**src/sv/kfj_pkg.sv**
```systemverilog
package kfj_pkg;

  // Default arithmetic format
  localparam int WORD_BITS_DEF = 32;
  localparam int FRAC_BITS_DEF = 16;

  // Configuration register indexes
  typedef enum logic [2:0] {
    CFG_Q_POS  = 3'd0,
    CFG_Q_VEL  = 3'd1,
    CFG_Q_ACC  = 3'd2,
    CFG_Q_JERK = 3'd3,
    CFG_R_MEAS = 3'd4,
    CFG_P_INIT = 3'd5
  } kfj_cfg_e;

  // Register reset values
  localparam logic [30:0] Q_POS_RST  = 31'd6554;
  localparam logic [30:0] Q_VEL_RST  = 31'd65536;
  localparam logic [30:0] Q_ACC_RST  = 31'd65536;
  localparam logic [30:0] Q_JERK_RST = 31'd65536;
  localparam logic [30:0] R_MEAS_RST = 31'd196608;
  localparam logic [30:0] P_INIT_RST = 31'd65536;

  typedef struct packed {
    logic signed [31:0] sample;
    logic               start_req;
  } kfj_in_t;

  typedef struct packed {
    logic signed [31:0] prior_position;
    logic [30:0]        abs_error;
    logic signed [31:0] next_forecast;
    logic               saturated;
  } kfj_out_t;

  // Divider status back to the sequencer
  typedef struct packed {
    logic done;
    logic sat;
  } kfj_div_stat_t;

endpackage

```
**src/sv/kfj_div.sv**
```systemverilog
// Restoring divider, one quotient bit per cycle: a / d in fixed point, d > 0.
module kfj_div #(
  parameter int WORD_BITS = kfj_pkg::WORD_BITS_DEF,
  parameter int FRAC_BITS = kfj_pkg::FRAC_BITS_DEF
) (
  input  logic                        clk_i,
  input  logic                        rst_ni,
  input  logic                        start_i,
  input  logic signed [WORD_BITS-1:0] a_i,
  input  logic signed [WORD_BITS-1:0] d_i,
  output logic signed [WORD_BITS-1:0] q_o,
  output kfj_pkg::kfj_div_stat_t      stat_o
);

  localparam int NW = WORD_BITS + FRAC_BITS;
  localparam int CW = $clog2(NW + 1);

  typedef enum logic [1:0] {D_IDLE, D_RUN, D_FIN} dstate_e;

  dstate_e              state_q;
  logic [CW-1:0]        cnt_q;
  logic [NW-1:0]        n_q, quo_q;
  logic [WORD_BITS:0]   rem_q, rem_sh, rem_d;
  logic [WORD_BITS-1:0] d_q, ma;
  logic                 neg_q, qbit;
  logic                 rnd;
  logic [NW:0]          qr, lim;
  logic                 ovf;
  logic [WORD_BITS-1:0] wmax, wmin;

  always_comb begin
    ma     = a_i[WORD_BITS-1] ? WORD_BITS'(-a_i) : WORD_BITS'(a_i);
    rem_sh = {rem_q[WORD_BITS-1:0], n_q[NW-1]};
    qbit   = rem_sh >= {1'b0, d_q};
    rem_d  = qbit ? rem_sh - {1'b0, d_q} : rem_sh;
    // round half up on the remainder, then clamp
    rnd    = {rem_q, 1'b0} >= {2'b00, d_q};
    qr     = {1'b0, quo_q} + (NW+1)'(rnd);
    wmax   = {1'b0, {(WORD_BITS-1){1'b1}}};
    wmin   = {1'b1, {(WORD_BITS-1){1'b0}}};
    lim    = neg_q ? (NW+1)'(wmin) : (NW+1)'(wmax);
    ovf    = qr > lim;
  end

  always_ff @(posedge clk_i or negedge rst_ni) begin
    if (!rst_ni) begin
      state_q     <= D_IDLE;
      stat_o.done <= 1'b0;
      stat_o.sat  <= 1'b0;
      cnt_q       <= '0;
    end else begin
      stat_o.done <= 1'b0;
      case (state_q)
        D_IDLE: begin
          if (start_i) begin
            n_q     <= NW'(ma) << FRAC_BITS;
            quo_q   <= '0;
            rem_q   <= '0;
            d_q     <= d_i;
            neg_q   <= a_i[WORD_BITS-1];
            cnt_q   <= CW'(NW);
            state_q <= D_RUN;
          end
        end
        D_RUN: begin
          rem_q <= rem_d;
          n_q   <= n_q << 1;
          quo_q <= {quo_q[NW-2:0], qbit};
          cnt_q <= cnt_q - 1'b1;
          if (cnt_q == CW'(1)) begin
            state_q <= D_FIN;
          end
        end
        D_FIN: begin
          stat_o.done <= 1'b1;
          stat_o.sat  <= ovf;
          if (ovf) begin
            q_o <= neg_q ? wmin : wmax;
          end else begin
            q_o <= neg_q ? -qr[WORD_BITS-1:0] : qr[WORD_BITS-1:0];
          end
          state_q <= D_IDLE;
        end
        default: state_q <= D_IDLE;
      endcase
    end
  end

endmodule
```
**config.mk**
```make
export PLATFORM = sky130hd
export DESIGN_NAME = kfj_div
export DESIGN_NICKNAME = d
export VERILOG_FILES = /design/src/sv/kfj_pkg.sv /design/src/sv/kfj_div.sv
export SDC_FILE = /design/constraint.sdc
export NUM_CORES = 1
export LEC_CHECK = 0
export BUFFER_PORTS_ARGS = -buffer_cell sky130_fd_sc_hd__buf_2
export CORE_ASPECT_RATIO = 0.9
export CORE_UTILIZATION = 40
export CTS_CLUSTER_SIZE = 14
export DETAILED_ROUTE_END_ITERATION = 10
export GPL_ROUTABILITY_DRIVEN = 0
export GPL_TIMING_DRIVEN = 0
export PLACE_DENSITY = 0.62
export SETUP_SLACK_MARGIN = 0.15
export SLEW_MARGIN = 25
export SYNTH_ARGS = -nofsm -noshare
export SYNTH_HDL_FRONTEND = slang
export SYNTH_SLANG_ARGS = --single-unit
```
**constraint.sdc**
```tcl
create_clock -name clk_i -period 5.41 [get_ports clk_i]
set_input_delay 0.2705 -clock clk_i [delete_from_list [all_inputs] [get_ports clk_i]]
set_output_delay 0.2705 -clock clk_i [all_outputs]
set_load 0.005 [all_outputs]
```
# Yosys cells after proc, flatten, opt, wreduce, memory -nomap -nowiden
# Cells that the tools add are included.
# Widths: inputs -> output; s select.
dict set report totals {
  register_bits 204
}
dict set report op_classes {
  add_sub_neg 5
  magnitude_cmp 3
  n_eq_ne 5
  mux 18
  n_reduce_logical 7
}
# operator n
set ops {}
lappend ops {{$pmux 48 s2} 2}
lappend ops {{$mux 32} 5}
lappend ops {{$mux 48} 2}
lappend ops {{$mux 33} 2}
lappend ops {{$pmux 33 s2} 1}
lappend ops {{$neg 32->32} 2}
lappend ops {{$add 48x1->49} 1}
lappend ops {{$gt 49x32->1} 1}
lappend ops {{$ge 34x32->1} 1}
lappend ops {{$ge 33x32->1} 1}
lappend ops {{$sub 33x32->33} 1}
lappend ops {{$pmux 6 s2} 1}
lappend ops {{$eq 6x1->1 const B} 1}
lappend ops {{$mux 2} 3}
lappend ops {{$mux 6} 1}
lappend ops {{$reduce_and 2->1} 3}
lappend ops {{$reduce_and 3->1} 2}
lappend ops {{$sub 6x1->6 const B} 1}
lappend ops {{$ne 2x2->1 const B} 2}
lappend ops {{$pmux 2 s2} 1}
lappend ops {{$eq 2x1->1 const B} 1}
lappend ops {{$eq 2x2->1 const B} 1}
lappend ops {{$logic_not 2->1} 1}
lappend ops {{$reduce_bool 2->1} 1}

# Longest topological paths before layout
dict set report logic_depth {
  ltp_word 5
  ltp_mapped 32
  mapped_depth_nobuf 28
}

# Worst setup path before layout
# No wires, ideal clock.
dict set report synth_path {
  path_kind {flip-flop to flip-flop}
  start {register rem_q[5]}
  end {register q_o[24] (data pin)}
  arrival_ns 5.514
  slack_ns -0.360
  path_stages_with_launch 31
  path_buffers 3
  synth_period_minus_slack_ns 5.770
  cell_sequence {edfxtp_1 ha_1 clkbuf_1 nand2_1 nor2_1 a21oi_1 and3_1 o21ai_0 nand2_1 a21oi_1 o21ai_0 nand2_1 ha_1 ha_1 nand4_1 nor3_2 nand3_1 xor2_1 inv_1 ha_1 nand4_1 nor4_1 o21ai_0 nand2_1 o41ai_1 a21o_1 maj3_1 and2_1 buf_2 buf_4 a22o_1}
}
dict set report synth_between {
  elab_chain_len 5
  word_cells_on_any_way 6
  cone_classes {2 x add/sub; 2 x order compare; 2 x mux}
}
# element line_no
set synth_lines {}
lappend synth_lines {{start, declared} kfj_div.sv:23} ;# logic [WORD_BITS:0] rem_q, rem_sh, rem_d;
lappend synth_lines {{start signal, assigned} kfj_div.sv:66} ;# rem_q <= rem_d;
lappend synth_lines {{$ge 34x32->1 (*)} kfj_div.sv:37} ;# rnd = {rem_q, 1'b0} >= {2'b00, d_q};
lappend synth_lines {{$add 48x1->49 (*)} kfj_div.sv:38} ;# qr = {1'b0, quo_q} + (NW+1)'(rnd);
lappend synth_lines {{$neg 32->32} kfj_div.sv:80} ;# q_o <= neg_q ? -qr[WORD_BITS-1:0] : qr[WORD_BITS-1:0];
lappend synth_lines {{$mux 32} kfj_div.sv:80}
lappend synth_lines {{$mux 32 (*)} kfj_div.sv:77} ;# if (ovf) begin
lappend synth_lines {{end signal, assigned} kfj_div.sv:78} ;# q_o <= neg_q ? wmin : wmax;
lappend synth_lines {{end signal, assigned} kfj_div.sv:80}
lappend synth_lines {{end, declared} kfj_div.sv:11} ;# output logic signed [WORD_BITS-1:0] q_o,
# Every way passes the cells marked *; elsewhere a longest branch is shown, timed or not.
# A chain may end at the register's enable or synchronous reset.

# Worst setup path in the final report
dict set report layout_path {
  start {register rem_q[27]}
  end {register q_o[29] (data pin)}
}
# The elaborated chain is that of the path after synthesis.

==> results.py <==
metrics = {
    "power": {
        "cellLeakagePower_nw": 6.44,
        "vdd_drop_max_mv": 0.279,
        "powerDensity_nw_per_um2": 440,
    },
    "synth": {
        "ys_seq_elements": 188,
        "yosys_warnings": 0,
        "synth-main-ff-cell": "edfxtp_1",
        "synth_edf_count": 178,
        "avgSynthCellArea_um2": 9.68,
        "synth_seq_area_share_pct": 43.4,
        "synthCells": 1332,
        "syn_area_um2": 12900,
        "ys_types": 85,
        "syn_nets": 1470,
        "async_reset_ff_share_pct": 5.32,
    },
    "sta": {
        "rsz0062_at_grt": "true",
        "setup_violations": 33,
        "max_freq_mhz": 168,
        "finalWorstSetupSlack_ns": -0.560,
        "final.period_utilization_pct": 110,
        "fin_skew_ns": 0.0100,
        "hold_viol": 0,
        "slew_violations": 0,
        "finalCriticalPeriod_ns": 5.97,
        "relSlewSlack_pct": 31.2,
        "worst_pin_slew_ns": 1.03,
    },
    "routing": {
        "vias_per_cell": 5.60,
        "vias": 11100,
        "drt_iter0_drc": 943,
        "wl_per_cell_um": 16.6,
        "drtAntennaViolNets": 0,
        "drt_wl_total_um": 32900,
        "drtPass1Iterations": 6,
        "drc": 0,
    },
    "run_status": {
        "status": "complete, but fails checks",
        "violations": "setup timing",
    },
    "worst_setup_path": {
        "cp-startpoint": "rem_q[27]$_SDFFCE_PN0P_",
        "path_class": "reg2reg",
        "critical_path.most_common_cell": "buf_4",
        "start_kind": "flop",
        "path_max_fanout": 8,
        "crit-reg2reg-launch": "rem_q[27]$_SDFFCE_PN0P_",
        "cpMaxStageDelayCell": "edfxtp_1",
        "end_kind": "flop",
        "required_ns": 5.61,
        "arrival_ns": 6.17,
        "cp_slowest_stage_delay_ns": 0.41,
    },
    "global_route": {
        "top_usage_layer": "met2",
        "grt_antenna_before_repair": 1,
        "grt-ovfl-total": 0,
        "grt_max_degree": 47,
        "grt_first_pass_wirelength_um": 51800,
        "grtUsageMet3_pct": 3.25,
        "grt_pass1_vias": 10400,
        "grt_use_met2_pct": 32.2,
        "use_met1_pct": 26.9,
        "grtUsageTotal_pct": 19.7,
    },
    "floorplanning": {
        "num_rows": 61,
        "fp.dieH_um": 172,
        "dieArea_um2": 32900,
        "core_area_um2": 31300,
        "pin_count": 101,
        "die_x_um": 191,
        "start_util_pct": 41.2,
    },
    "min_path": {
        "hold_start": "d_i[26]",
        "holdCritPathClass": "in2reg",
    },
    "finish": {
        "ff_latch_area_um2": 5600,
        "utilization_pct": 52.5,
        "diodes": 0,
        "syn_to_final_growth_pct": 27.4,
        "drive_above_1_share_pct": 24.5,
        "final_nets": 1700,
        "fillCellCount": 2814,
        "multiInputGateArea_um2": 7530,
    },
    "clocking": {
        "clkLatencyLatePin_ns": 0.45,
        "clock_sinks": 188,
        "clock_path_buffers": 2,
        "cts_tree": "done",
        "path_clk_slew_ns": 0.07,
        "ctsHtreeMaxLevel": 4,
        "root_buffer": "clkbuf_16",
        "cts_made_buffers": 17,
    },
    "place": {
        "portBuffers": 100,
        "dp_slack_ns": -1.31,
        "dp_hpwl_um": 22900,
    },
    "job": {
        "maxCapViolations": 0,
    },
}
sequential cells by signal (all words and copies together), names as in the netlist:
register	flops
stat_o	2
rem_q	33
cnt_q	6
quo_q	48
neg_q	1
d_q	32
state_q	2
n_q	32
q_o	32
report_power, final:
| group | total (mW) | internal, mW | switching, mW |
|---|---|---|---|
| clock | 1.28 | 0.725 | 0.560 |
| combinational | 3.51 | 1.54 | 1.97 |
| sequential | 2.44 | 2.16 | 0.280 |
synth_stat cells (all sizes together) (30+ instances only):
library cell | n | area, um^2
and2 | 55 | 344
nand3 | 47 | 245
mux2i | 30 | 300
o21ai | 91 | 459
xor2 | 55 | 482
a21oi | 78 | 390
ha | 70 | 876
nor3 | 36 | 195
xnor2 | 33 | 289
nand2 | 115 | 434
nand4 | 31 | 215
edfxtp | 178 | 5350
clkbuf | 41 | 154
inv | 71 | 267
nor2 | 81 | 304
cells in the final DEF (no fill, tap or decap), types with 18 or more instances in the layout:
| master | netlist | final |
|---|---|---|
| a21o_1 | 25 | 24 |
| a21oi_1 | 78 | 73 |
| and2_1 | 54 | 50 |
| buf_2 | 12 | 108 |
| buf_4 | 5 | 71 |
| clkbuf_1 | 41 | 32 |
| dlygate4sd3_1 | 0 | 31 |
| edfxtp_1 | 178 | 178 |
| ha_1 | 70 | 54 |
| inv_1 | 69 | 62 |
| mux2i_1 | 30 | 30 |
| nand2_1 | 114 | 108 |
| nand3_1 | 45 | 38 |
| nand4_1 | 29 | 29 |
| nor2_1 | 81 | 73 |
| nor3_1 | 33 | 28 |
| o21ai_0 | 85 | 79 |
| o31ai_1 | 19 | 18 |
| xnor2_1 | 33 | 25 |
| xor2_1 | 55 | 45 |
repair_timing:
item,CTS,global route
gates cloned,2,1
pin swaps,41,48
setup endpoints to repair,33,33
gates resized for setup,80,77
setup buffers,40,31
hold endpoints to repair,40,0
hold buffers,31,0
stage by stage:
| step | hold slack (ns) | power [mW] | cell area (um^2) | TNS, ns | cells |
|---|---|---|---|---|---|
| global placement | 0.179 | 5.43 | 14000 | -40.53 | 1841 |
| global route | 0.00626 | 7.75 | 16400 | -25.13 | 1983 |
| floorplan | -0.0251 | 4.75 | 13000 | 0 | 1332 |
| detailed placement | 0.181 | 5.50 | 14100 | -41.01 | 1847 |
| finish | 0.0324 | 7.23 | 16400 | -16.56 | 1983 |
| CTS | 0.00400 | 7.01 | 15800 | -15.39 | 1951 |
logic make-up after synthesis:
family	Yosys count	share of synthesized area, %
and+or+nand+nor	477	19.4
AOI/OAI and AO/OA	339	17.5
DFF	188	43.4
buffers and inverters	138	4.34
xor gates and xnor gates	88	5.98
adders and majority gates	72	7.03
muxes	30	2.33
per-layer routing:
metal | vias up | wire length [um]
met3 | 54 | 1920
met1 | 5216 | 15200
li1 | 5419 | -
met2 | 408 | 15200
met4 | 2 | 600
met5 | - | 13
layout make-up:
| type | instances | area share [%] |
|---|---|---|
| plain buffers | 66 | 2.48 |
| flip-flops and latches | 188 | 34.1 |
| repair buffers | 211 | 9.28 |
| clock buffers | 21 | 2.68 |
| clock inverters | 10 | 0.861 |
| well taps | 409 | 3.12 |
| inverters | 72 | 1.66 |
| multi-input cells | 1006 | 45.8 |
worst max-delay path: cells and delay by family, from the launching register on:
family,cells,cell delay (ns)
flip-flops,1,0.41
adder cells (fa/ha/maj),3,0.64
AND/OR/NAND/NOR,10,1.45
buffers and inverters,15,1.95
AO/OA/AOI/OAI,5,1.07
XOR/XNOR,1,0.22
path summary, 6_finish.rpt:
path                                          to  slack (ns)  cells past startpoint
max                            q_o[29]$_DFFE_PP_       -0.56                     34
min                            d_q[26]$_DFFE_PP_        0.03                      1
max reg2reg                    q_o[29]$_DFFE_PP_       -0.56                     34
min reg2reg                    n_q[24]$_DFFE_PP_        0.53                      2
max in group asynchronous   cnt_q[0]$_DFFE_PN0P_        4.94                      2
min in group asynchronous  stat_o[0]$_DFFE_PN0P_        0.24                      2
Note: power is estimated with default switching activity, not from simulation.
